### src/rtl/elf_hash_pkg.sv
// Package: widths, constants, types and the hash step for the ELF string hash block.
package elf_hash_pkg;

	localparam int unsigned HashW  = 32;
	localparam int unsigned ModW   = 31;
	localparam int unsigned ByteW  = 8;
	localparam int unsigned CntW   = $clog2(HashW + 1);

	localparam logic [ModW-1:0]  ModReset  = ModW'(1024);
	localparam logic [HashW-1:0] TopNibble = 32'hF000_0000;
	localparam int unsigned      FoldShift = 24;
	localparam int unsigned      StepShift = 4;
	localparam logic [HashW-1:0] ByteBias  = 32'h0000_0020;

	typedef enum logic [1:0] {
		ST_IDLE,
		ST_DIV,
		ST_DONE
	} st_t;

	typedef struct packed {
		logic            done;
		logic [ModW-1:0] rem;
	} div_stat_t;

	function automatic logic [HashW-1:0] hash_step(
		input logic [HashW-1:0] h,
		input logic [ByteW-1:0] b
	);
		logic [HashW-1:0] sum;
		logic [HashW-1:0] top;
		logic [HashW-1:0] sext;
		sext = {{(HashW - ByteW){b[ByteW-1]}}, b};
		sum  = (h << StepShift) + sext - ByteBias;
		top  = sum & TopNibble;
		return (sum ^ (top >> FoldShift)) & ~top;
	endfunction

endpackage

### src/rtl/elf_hash_div.sv
// Bit-serial restoring remainder unit: one dividend bit per cycle.
module elf_hash_div (
	input  logic                                 clk,
	input  logic                                 arst_n,
	input  logic                                 start,
	input  logic [elf_hash_pkg::HashW-1:0]       dividend,
	input  logic [elf_hash_pkg::ModW-1:0]        divisor,
	output elf_hash_pkg::div_stat_t              stat
);

	logic                            busy_q;
	logic                            done_q;
	logic [elf_hash_pkg::CntW-1:0]   cnt_q;
	logic [elf_hash_pkg::HashW-1:0]  dvd_q;
	logic [elf_hash_pkg::ModW-1:0]   dsr_q;
	logic [elf_hash_pkg::ModW-1:0]   rem_q;
	logic [elf_hash_pkg::ModW:0]     trial;
	logic [elf_hash_pkg::ModW:0]     diff;
	logic [elf_hash_pkg::ModW-1:0]   rem_nxt;

	assign trial   = {rem_q, dvd_q[elf_hash_pkg::HashW-1]};
	assign diff    = trial - {1'b0, dsr_q};
	assign rem_nxt = (trial >= {1'b0, dsr_q}) ? diff[elf_hash_pkg::ModW-1:0]
		: trial[elf_hash_pkg::ModW-1:0];

	always_ff @(posedge clk or negedge arst_n) begin
		if (!arst_n) begin
			busy_q <= 1'b0;
			done_q <= 1'b0;
			cnt_q  <= '0;
		end else begin
			done_q <= 1'b0;
			if (start) begin
				busy_q <= 1'b1;
				cnt_q  <= elf_hash_pkg::CntW'(elf_hash_pkg::HashW);
			end else if (busy_q) begin
				cnt_q <= cnt_q - elf_hash_pkg::CntW'(1);
				if (cnt_q == elf_hash_pkg::CntW'(1)) begin
					busy_q <= 1'b0;
					done_q <= 1'b1;
				end
			end
		end
	end

	always_ff @(posedge clk) begin
		if (start) begin
			dvd_q <= dividend;
			dsr_q <= divisor;
			rem_q <= '0;
		end else if (busy_q) begin
			dvd_q <= dvd_q << 1;
			rem_q <= rem_nxt;
		end
	end

	// zero modulus reads as zero
	assign stat.done = done_q;
	assign stat.rem  = (dsr_q == '0) ? '0 : rem_q;

endmodule

### src/rtl/elf_string_hash_mod.sv
// Top level: streaming ELF-style string hash reduced modulo a bucket count.
// A byte that is not the last of its string is taken without a stall, and
// bytes may follow back to back. The last byte starts a bit-serial remainder
// unit that takes one dividend bit per cycle, so input stalls after it for
// the 32 remainder steps plus the handoff into the output register, longer
// if the previous bucket_index is still waiting to be taken. The output
// register lets the next string's bytes flow while a result waits.
// The modulus register mod_q resets to 1024; a modulus of 0 gives bucket_index 0.
module elf_string_hash_mod (
	input  logic                                clk,
	input  logic                                arst_n,
	input  logic                                cfg_we,
	input  logic [elf_hash_pkg::ModW-1:0]       cfg_wdata,
	input  logic                                in_valid,
	output logic                                in_stall,
	input  logic [elf_hash_pkg::ByteW-1:0]      char_byte,
	input  logic                                last_byte,
	output logic                                out_valid,
	input  logic                                out_stall,
	output logic [elf_hash_pkg::ModW-1:0]       bucket_index
);

	elf_hash_pkg::st_t               st_q;
	elf_hash_pkg::st_t               st_nxt;
	elf_hash_pkg::div_stat_t         div_stat;
	logic [elf_hash_pkg::ModW-1:0]   mod_q;
	logic [elf_hash_pkg::HashW-1:0]  hash_q;
	logic [elf_hash_pkg::HashW-1:0]  hash_nxt;
	logic [elf_hash_pkg::ModW-1:0]   bucket_q;
	logic                            out_valid_q;
	logic                            in_acc;
	logic                            div_start;
	logic                            out_free;
	logic                            out_load;

	assign hash_nxt = elf_hash_pkg::hash_step(hash_q, char_byte);
	assign in_acc   = in_valid && !in_stall;
	assign out_free = !out_valid_q || !out_stall;

	always_comb begin
		st_nxt = st_q;
		case (st_q)
			elf_hash_pkg::ST_IDLE: begin
				if (in_acc && last_byte)
					st_nxt = elf_hash_pkg::ST_DIV;
			end
			elf_hash_pkg::ST_DIV: begin
				if (div_stat.done)
					st_nxt = out_free ? elf_hash_pkg::ST_IDLE : elf_hash_pkg::ST_DONE;
			end
			elf_hash_pkg::ST_DONE: begin
				if (out_free)
					st_nxt = elf_hash_pkg::ST_IDLE;
			end
			default: st_nxt = elf_hash_pkg::ST_IDLE;
		endcase
	end

	always_comb begin
		in_stall  = 1'b1;
		div_start = 1'b0;
		out_load  = 1'b0;
		case (st_q)
			elf_hash_pkg::ST_IDLE: begin
				in_stall  = 1'b0;
				div_start = in_valid && last_byte;
			end
			elf_hash_pkg::ST_DIV:  out_load = div_stat.done && out_free;
			elf_hash_pkg::ST_DONE: out_load = out_free;
			default: in_stall = 1'b1;
		endcase
	end

	always_ff @(posedge clk or negedge arst_n) begin
		if (!arst_n) begin
			st_q        <= elf_hash_pkg::ST_IDLE;
			mod_q       <= elf_hash_pkg::ModReset;
			hash_q      <= '0;
			out_valid_q <= 1'b0;
		end else begin
			st_q <= st_nxt;
			if (cfg_we)
				mod_q <= cfg_wdata;
			if (in_acc)
				hash_q <= last_byte ? '0 : hash_nxt;
			if (out_load)
				out_valid_q <= 1'b1;
			else if (!out_stall)
				out_valid_q <= 1'b0;
		end
	end

	always_ff @(posedge clk) begin
		if (out_load)
			bucket_q <= div_stat.rem;
	end

	elf_hash_div u_div (
		.clk      (clk),
		.arst_n   (arst_n),
		.start    (div_start),
		.dividend (hash_nxt),
		.divisor  (mod_q),
		.stat     (div_stat)
	);

	assign out_valid    = out_valid_q;
	assign bucket_index = bucket_q;

endmodule

### config.mk
export PLATFORM = sky130hd
export DESIGN_NAME = elf_string_hash_mod
export DESIGN_NICKNAME = d
export VERILOG_FILES = /design/src/rtl/elf_hash_pkg.sv /design/src/rtl/elf_hash_div.sv /design/src/rtl/elf_string_hash_mod.sv
export SDC_FILE = /design/constraint.sdc
export NUM_CORES = 1
export LEC_CHECK = 0
export ABC_CLOCK_PERIOD_IN_PS = 7500
export BUFFER_PORTS_ARGS = -buffer_cell sky130_fd_sc_hd__buf_2
export CORE_AREA = 2 2 154 156
export CTS_CLUSTER_SIZE = 30
export DETAILED_ROUTE_END_ITERATION = 10
export DIE_AREA = 0 0 156 158
export PLACE_DENSITY = 0.67
export SLEW_MARGIN = 20
export SYNTH_ARGS = -nofsm -noshare
export SYNTH_HDL_FRONTEND = slang
export SYNTH_SLANG_ARGS = --single-unit
export TNS_END_PERCENT = 30
### constraint.sdc
create_clock -name clk -period 7.5 [get_ports clk]
set_input_delay 1.5 -clock clk [delete_from_list [all_inputs] [get_ports clk]]
set_output_delay 1.5 -clock clk [all_outputs]
set_load 0.01 [all_outputs]
# ---- Word-level counts from Yosys, hierarchy flattened
# Cells that the tools add are included.
dict set report totals {
  regBits 195
  inputBits 45
  wordCells 59
}
dict set report op_classes {
  n_bitwise 3
  n_mux 22
  n_eq_ne 7
  n_reduce_logical 11
  add_sub_neg 4
  order_cmp 1
}
# cell n
set ops {}
lappend ops {{$mux 32} 2}
lappend ops {{$add 32x32->32} 1}
lappend ops {{$and 32x32->32} 1}
lappend ops {{$ge 32x31->1} 1}
lappend ops {{$not 32->32} 1}
lappend ops {{$sub 32x6->32 const B} 1}
lappend ops {{$xor 32x8->32} 1}
lappend ops {{$logic_not 31->1} 1}
lappend ops {{$mux 31} 1}
lappend ops {{$sub 31x31->31} 1}
lappend ops {{$mux 28} 1}
lappend ops {{$mux 6} 2}
lappend ops {{$mux 1} 10}
lappend ops {{$mux 2} 4}
lappend ops {{$eq 6x1->1 const B} 1}
lappend ops {{$ne 2x1->1 const B} 3}
lappend ops {{$pmux 2 s3} 1}
lappend ops {{$sub 6x1->6 const B} 1}
lappend ops {{$logic_and 1x1->1} 4}
lappend ops {{$reduce_and 3->1} 1}
lappend ops {{$eq 2x1->1 const B} 1}
lappend ops {{$eq 2x2->1 const B} 1}
lappend ops {{$logic_not 1->1} 2}
lappend ops {{$logic_not 2->1} 1}
lappend ops {{4 further kinds} 4}

# ---- Logic depth before layout (Yosys ltp)
# Gate-level depths: netlist of the first run.
dict set report logic_depth {
  word_depth 5
  mapped_depth 14
  depth_no_buf 13
}

# ---- Hierarchy
# A second synthesis of the first run with hierarchy kept.
dict set report unflattened {
  hier_cells 1161
  hier_area_um2 11721.2
}
# mod area_per_inst_um2 n_inst cells_per_inst
set modules_own_cells {}
lappend modules_own_cells {elf_hash_div 6331.1 1 652}
lappend modules_own_cells {elf_string_hash_mod 5390.2 1 509}

# ---- Worst setup path after synthesis of the first run
# Ideal clock, no wire load.
dict set report synth_timing {
  kind {input to register}
  from {input port char_byte[7] in the netlist's numbering}
  to {register u_div.dvd_q[7] in the netlist's numbering (data pin)}
  setup_slack_ns 3.069
  t_arrival_ns 4.175
  setup_ns 0.256
  stages 12
  cell_sequence {inv_1 > ha_1 > inv_1 > ha_1 > a211oi_2 > o21ai_1 > a21oi_2 > o311a_1 > a211o_1 > a21oi_1 > or3_1 > a31o_2}
}
dict set report synth_between {
  elab_chain_len 5
}
# element line
set synth_lines {}
lappend synth_lines {{from (decl)} elf_string_hash_mod.sv:16} ;# input logic [elf_hash_pkg::ByteW-1:0] char_byte,
lappend synth_lines {{$add 32x32->32} elf_hash_pkg.sv:34} ;# sum = (h << StepShift) + sext - ByteBias;
lappend synth_lines {{$sub 32x6->32} elf_hash_pkg.sv:34}
lappend synth_lines {{$xor 32x8->32} elf_hash_pkg.sv:36} ;# return (sum ^ (top >> FoldShift)) & ~top;
lappend synth_lines {{$and 32x32->32} elf_hash_pkg.sv:36}
lappend synth_lines {{$mux 32} elf_hash_div.sv:47} ;# if (start) begin
lappend synth_lines {{to (signal assigned)} elf_hash_div.sv:48} ;# dvd_q <= dividend;
lappend synth_lines {{to (signal assigned)} elf_hash_div.sv:52} ;# dvd_q <= dvd_q << 1;
lappend synth_lines {{to (decl)} elf_hash_div.sv:14} ;# logic [elf_hash_pkg::HashW-1:0] dvd_q;
# No other way between the ends.
# A chain may end at the register's enable or synchronous reset.

# ---- Worst setup path after layout of the first run
dict set report layout_timing {
  from {input port char_byte[7] in the netlist's numbering}
  to {register u_div.dvd_q[6] in the netlist's numbering (data pin)}
}
# Same word-level chain as after synthesis.

==> key figures, run 1 <==
Min path
  – Hold Path Class: reg2reg

Drt
  – Final wirelength: 24900 µm
  – # DRC: 0
  – Remaining antenna violation count: 0
  – Vias per cell: 5.45
  – Post-DR wirelength/cell: 16.5 µm
  – Iter 0 DRT Violations: 512
  – Routed vias: 8246
  – Initial DRT Pass Iterations: 5

Die
  – Die area: 0.0246 mm²
  – Core area: 0.0231 mm²
  – Chip width: 156 µm
  – Die H: 158 µm
  – FP Rows: 56
  – Initial Util: 0.490
  – Ports: 78

Clock tree
  – TritonCTS Buffers: 17
  – TritonCTS clock tree: done
  – Setup Buffers After CTS: 0
  – CTS clk-pin slew, worst paths: 0.07 ns
  – Post-CTS sizing: 0
  – CTS sink count: 195
  – CTS max path bufs: 2
  – Hold buffer count at CTS: 0
  – Root buf cell: clkbuf_16
  – H-tree depth: 4
  – Clk_lat worst skew: 0.44 ns

Final layout
  – Fillers: 2063
  – Antenna cells: 0
  – Final Core Density: 0.544
  – Area growth syn-to-layout: 11.1%
  – Most common cell after layout, fill and taps aside: inv_1
  – Final net count: 1347
  – Commonest cells after routing, fill and taps aside: inv_1 (133), nand2_1 (123), o21ai_0 (94), edfxtp_1 (94), ha_1 (90)
  – Register Area: 0.00520 mm²
  – Design area: 0.0125 mm²
  – Share of cells above drive strength 1: 0.145
  – Non-Filler Instances: 1513
  – Area of the multi-input gates: 0.00544 mm²

Timing
  – FMAX: 216 MHz
  – RSZ-0062 raised after global routing: no
  – Final setup viols: 0
  – Final setup TNS: 0 ns
  – Fin. max-slew vios: 0
  – Max_slew headroom: 0.275
  – Period utilization: 0.619
  – Worst Tran Pin Value: 1.08 ns
  – Final hold vios: 0
  – Worst Skew: 0.0123 ns
  – Final period demand of the worst path: 4.64 ns

Critical path
  – Setup crit start: char_byte[7]
  – FF-to-FF Start: u_div.dsr_q[0]$_DFFE_PP_
  – R2R cell count: 11
  – Reg2Reg Setup Slack: 3.84 ns
  – Worst EP arrival: 4.83 ns
  – Crit path kind: in2reg
  – Critical Path End: u_div.dvd_q[6]$_DFFE_PP_
  – Worst r2r dst: u_div.rem_q[1]$_SDFFE_PP0P_
  – CP Launch Type: input port
  – CP required: 7.69 ns
  – CP max FO: 24
  – CP Capture Type: flop

Logic synthesis
  – Synth Instances: 1148
  – Distinct cells, synth: 76
  – Seq/Total Area, Yosys: 0.460
  – Average size of a mapped cell: 9.84 µm²
  – Post-Syn Nets: 1285
  – Main synth FF type: edfxtp_1
  – Mapped Area: 0.0113 mm²
  – Yosys warns: 0
  – EDFF count, synth: 94
  – Synthesis-stage register bit count: 195
  – Fraction of registers with async set/reset: 0.359

Power and ir drop
  – Pwr/cell area: 400 mW/mm²
  – Power Total: 5.02 mW
  – Peak VDD IR: 191 µV
  – Leak pwr: 5.55 nW

Placement
  – Number of buffers added on ports: 77
  – Post-DP HPWL: 17800 µm
  – Dpl cells: 1481
  – Placer Congestion: 0.901
  – Area post-placement: 0.0119 mm²

GRT
  – Initial antenna violation count: 0
  – First-pass GRT wire length: 40200 µm
  – Vias in the first global route: 7663
  – Global route overflow: 0
  – GRT Total Usage: 0.208
  – Largest net degree at the start of global routing: 71

Run
  – Max-cap violations: 0

Outcome
  – Status: finished, final reports clean
[critical path, stage by stage]
cell and delay [ns]:
buf_2 0.11, inv_1 0.62, ha_1 0.36, inv_1 0.06, ha_1 0.29, o21ai_0 0.26, o21ai_1 0.14, a41oi_2 0.31
o211ai_1 0.21, a221oi_4 0.40, o21ai_1 0.16, a21o_1 0.19, a31o_2 0.24
[logic make-up (layout without fill, tap and decap cells)]
| group | count (synthesis) | count (layout) | share of synthesized area |
|---|---|---|---|
| adders and majority gates | 92 | 92 | 0.103 |
| muxes | 41 | 41 | 0.0401 |
| and+or+nand+nor | 316 | 316 | 0.138 |
| xor gates and xnor gates | 49 | 49 | 0.0380 |
| DFF | 195 | 195 | 0.460 |
| AOI/OAI and AO/OA | 281 | 281 | 0.160 |
| buffers and inverters | 174 | 249 | 0.0598 |
[per-stage QoR]
stage / hold WS [ns] / setup WS (ns)
6_report: 0.447 / 2.86
3_5_place_dp: 0.431 / 2.40
5_1_grt: 0.463 / 2.56
4_1_cts: 0.449 / 2.85
2_1_floorplan: 0.421 / 3.07
3_3_place_gp: 0.429 / 2.45
[final cells by class]
type                            count  area share
Clock buffer                       17      0.0339
Clock inverter                     15      0.0150
Inverter                          135      0.0404
Multi-Input combinational cell    779       0.434
Sequential cell                   195       0.414
Tap cell                          290      0.0289
Timing Repair Buffer               82      0.0339
[power breakdown]
group / switching (mW) / leakage [nW] / internal, mW
registers: 0.182 / 2.04 / 1.47
logic: 1.42 / 3.21 / 1.00
clock network: 0.466 / 0.297 / 0.482
total: 2.07 / 5.55 / 2.95
[cells in the mapped netlist (8+ instances only)]
cell type / instances / area [µm²]
inv_1: 135 / 507
nand2_1: 123 / 462
edfxtp_1: 94 / 2820
o21ai_0: 94 / 470
ha_1: 90 / 1130
dfrtp_1: 69 / 1730
a21oi_1: 60 / 300
nor2_1: 49 / 184
mux2_2: 34 / 383
nor2b_1: 34 / 213
xnor2_1: 32 / 280
dfxtp_1: 31 / 621
clkbuf_1: 27 / 101
a21o_1: 25 / 188
nand4_1: 18 / 113
nor3_1: 18 / 90.1
xor2_1: 17 / 149
and2_1: 14 / 87.6
nand3_1: 13 / 65.1
o21a_1: 11 / 82.6
o21bai_1: 11 / 82.6
o21ai_1: 9 / 45.0
nand2b_1: 8 / 50.1
nor4_1: 8 / 50.1
[registers in the layout (all words and copies together) (netlist names)]
register	count
u_div.dvd_q	32
u_div.busy_q	1
st_q	2
u_div.rem_q	31
hash_q	28
u_div.cnt_q	6
bucket_index	31
mod_q	31
u_div.dsr_q	31
u_div.done_q	1
out_valid	1
[worst min path at each step]
| stage | from | end | slack (ns) | cells after the start |
|---|---|---|---|---|
| 3_5_place_dp | mod_q[16]$_DFFE_PN0P_ | u_div.dsr_q[16]$_DFFE_PP_ | 0.43 | 0 |
| 6_report | mod_q[16]$_DFFE_PN0P_ | u_div.dsr_q[16]$_DFFE_PP_ | 0.45 | 0 |
| 4_1_cts | mod_q[16]$_DFFE_PN0P_ | u_div.dsr_q[16]$_DFFE_PP_ | 0.45 | 0 |
| 5_1_grt | mod_q[8]$_DFFE_PN0P_ | u_div.dsr_q[8]$_DFFE_PP_ | 0.46 | 0 |
| 3_3_place_gp | mod_q[4]$_DFFE_PN0P_ | u_div.dsr_q[4]$_DFFE_PP_ | 0.43 | 0 |
| 2_1_floorplan | mod_q[0]$_DFFE_PN0P_ | u_div.dsr_q[0]$_DFFE_PP_ | 0.42 | 0 |
[metal layers]
layer / up-vias / share of wire / global-route usage
met5: - / 0 / 0
met4: 0 / 0.014 / 0.0599
met3: 28 / 0.034 / 0.0276
met2: 175 / 0.45 / 0.324
met1: 3877 / 0.51 / 0.304
li1: 4166 / - / -
No activity file was read; power rests on OpenSTA's default activity.
==> run 2: changes to the inputs <==
--- a/config.mk
+++ b/config.mk
@@ -5,7 +5,7 @@
 export SDC_FILE = /design/constraint.sdc
 export NUM_CORES = 1
 export LEC_CHECK = 0
-export ABC_CLOCK_PERIOD_IN_PS = 7500
+export ABC_CLOCK_PERIOD_IN_PS = 4500
 export BUFFER_PORTS_ARGS = -buffer_cell sky130_fd_sc_hd__buf_2
 export CORE_AREA = 2 2 154 156
 export CTS_CLUSTER_SIZE = 30
==> constraint.sdc (replaced) <==
create_clock -name clk -period 4.5 [get_ports clk]
set_input_delay 0.9 -clock clk [delete_from_list [all_inputs] [get_ports clk]]
set_output_delay 0.9 -clock clk [all_outputs]
set_load 0.01 [all_outputs]
==> run 2 against run 1 <==
Compared with the run above: first-iteration DRC count grew 5.7%; core utilization grew 0.36 points; final cell count grew 0.33%; final area grew 0.67%; die area is the same; combinational power grew 67%; register-to-register slack lost 2.7 ns; largest cell class unchanged; largest power group unchanged.
==> key figures, run 2 (synthesis results as in run 1) <==
Power and ir drop
  – Power Total: 8.53 mW
  – Leak pwr: 5.60 nW
  – Pwr/cell area: 675 mW/mm²
  – Peak VDD IR: 335 µV

Critical path
  – CP max-delay cell: fa_1
  – Worst EP arrival: 3.75 ns
  – R2R cell count: 13
  – CP top delay family: compound AO/OA/AOI/OAI gates
  – Worst stage delay on the critical path: 0.44 ns
  – CP Capture Type: flop
  – Crit-path cells: buf_2 -> inv_1 -> ha_1 -> inv_1 -> ha_1 -> fa_1 -> a211oi_2 -> o21ai_1 -> a21oi_2 -> o311a_1 -> a211o_1 -> a21oi_1 -> or3_1 -> a31o_2
  – CP required: 4.70 ns
  – FF-to-FF Start: hash_q[1]$_DFFE_PN0P_
  – Worst r2r dst: u_div.dvd_q[7]$_DFFE_PP_
  – Reg2Reg Setup Slack: 1.11 ns
  – CP max FO: 4
  – Worst path buffer plus inverter count: 3
  – CP Launch Type: input port
  – Crit path kind: in2reg

Clock tree
  – H-tree depth: 4
  – TritonCTS clock tree: done
  – CTS clk-pin slew, worst paths: 0.07 ns
  – Root buf cell: clkbuf_16
  – Hold buffer count at CTS: 0
  – TritonCTS Buffers: 17
  – CTS sink count: 195
  – Post-CTS sizing: 0
  – CTS max path bufs: 2
  – Clk_lat worst skew: 0.44 ns
  – Setup Buffers After CTS: 0

GRT
  – Global route overflow: 0
  – GRT Total Usage: 0.214
  – First-pass GRT wire length: 41300 µm
  – Largest net degree at the start of global routing: 71
  – Initial antenna violation count: 0
  – Vias in the first global route: 7987

Timing
  – FMAX: 281 MHz
  – Max_slew headroom: 0.316
  – Final setup TNS: 0 ns
  – Final period demand of the worst path: 3.55 ns
  – Period utilization: 0.789
  – Worst Tran Pin Value: 1.02 ns
  – Final setup viols: 0
  – RSZ-0062 raised after global routing: no
  – Final hold vios: 0
  – Worst Skew: 0.0106 ns
  – Fin. max-slew vios: 0

Die
  – Chip width: 156 µm
  – Die area: 0.0246 mm²
  – FP Rows: 56
  – Ports: 78
  – Core area: 0.0231 mm²
  – Die H: 158 µm
  – Initial Util: 0.490

Final layout
  – Most common cell after layout, fill and taps aside: inv_1
  – Area growth syn-to-layout: 11.9%
  – Final net count: 1352
  – Design area: 0.0126 mm²
  – Max reg flops: 32
  – Non-Filler Instances: 1518
  – Reg with most FFs: u_div.dvd_q
  – Antenna cells: 0
  – Share of cells above drive strength 1: 0.147
  – Commonest cells after routing, fill and taps aside: inv_1 (134), nand2_1 (123), o21ai_0 (94), edfxtp_1 (94), ha_1 (90)

Drt
  – Routed vias: 8300
  – Iter 0 DRT Violations: 541
  – Vias per cell: 5.47
  – Post-DR wirelength/cell: 16.7 µm
  – Remaining antenna violation count: 0
  – Final wirelength: 25400 µm
  – # DRC: 0
  – Initial DRT Pass Iterations: 7

Placement
  – Placer Congestion: 0.885
  – Number of buffers added on ports: 77
  – Post-DP HPWL: 18300 µm
  – Dpl cells: 1486
  – Area post-placement: 0.0120 mm²

Run
  – Max-cap violations: 0

Outcome
  – Status: finished, final reports clean

Min path
  – Hold wc startpoint: mod_q[16]$_DFFE_PN0P_
  – WHS Path Cells: 0
  – Hold Path Class: reg2reg
  – Hold EP: u_div.dsr_q[16]$_DFFE_PP_
## run 2: changes by cell type in the layout (fill, tap and decap cells not counted), moves of 2 or more
cell       delta
inv_8         +2
inv_6         -2
bufinv_16     +2
buf_4         +4
## run 2: final cells by class
type	count	area [µm²]
Multi-Input combinational cell	779	5440
Tap cell	290	363
Inverter	135	507
Clock buffer	17	425
Sequential cell	195	5200
Fill cell	2037	10400
Timing Repair Buffer	87	467
Clock inverter	15	235
## run 2: where the power goes
part / total, mW / internal (mW) / switching [mW] / leakage [nW]
clock network: 1.69 / 0.917 / 0.773 / 0.322
registers: 2.77 / 2.45 / 0.320 / 2.04
logic: 4.07 / 1.68 / 2.39 / 3.24
## run 2: worst max path at each step
stage | from | end | slack [ns] | cells after the start
5_1_grt | char_byte[7] | u_div.dvd_q[6]$_DFFE_PP_ | 0.72 | 14
3_5_place_dp | char_byte[7] | u_div.dvd_q[6]$_DFFE_PP_ | 0.50 | 14
4_1_cts | char_byte[5] | u_div.dvd_q[7]$_DFFE_PP_ | 0.96 | 14
6_report | char_byte[5] | u_div.dvd_q[7]$_DFFE_PP_ | 0.95 | 14
2_1_floorplan | char_byte[7] | u_div.dvd_q[7]$_DFFE_PP_ | 0.67 | 12
3_3_place_gp | char_byte[5] | u_div.dvd_q[7]$_DFFE_PP_ | 0.56 | 14
## run 2: through the flow
step	hold slack [ns]	setup slack, ns	utilization
after floorplan	0.421	0.669	-
after global placement	0.429	0.558	0.519
after detailed placement	0.432	0.500	0.519
after CTS	0.450	0.965	0.548
after global routing	0.455	0.719	0.548
final	0.449	0.947	0.548
## run 2: metal layers
metal,track usage,up-vias,share of wire
met5,0,-,0
met4,0.0682,0,0.019
met3,0.0298,36,0.038
met2,0.338,179,0.44
met1,0.307,3907,0.50
li1,-,4178,-
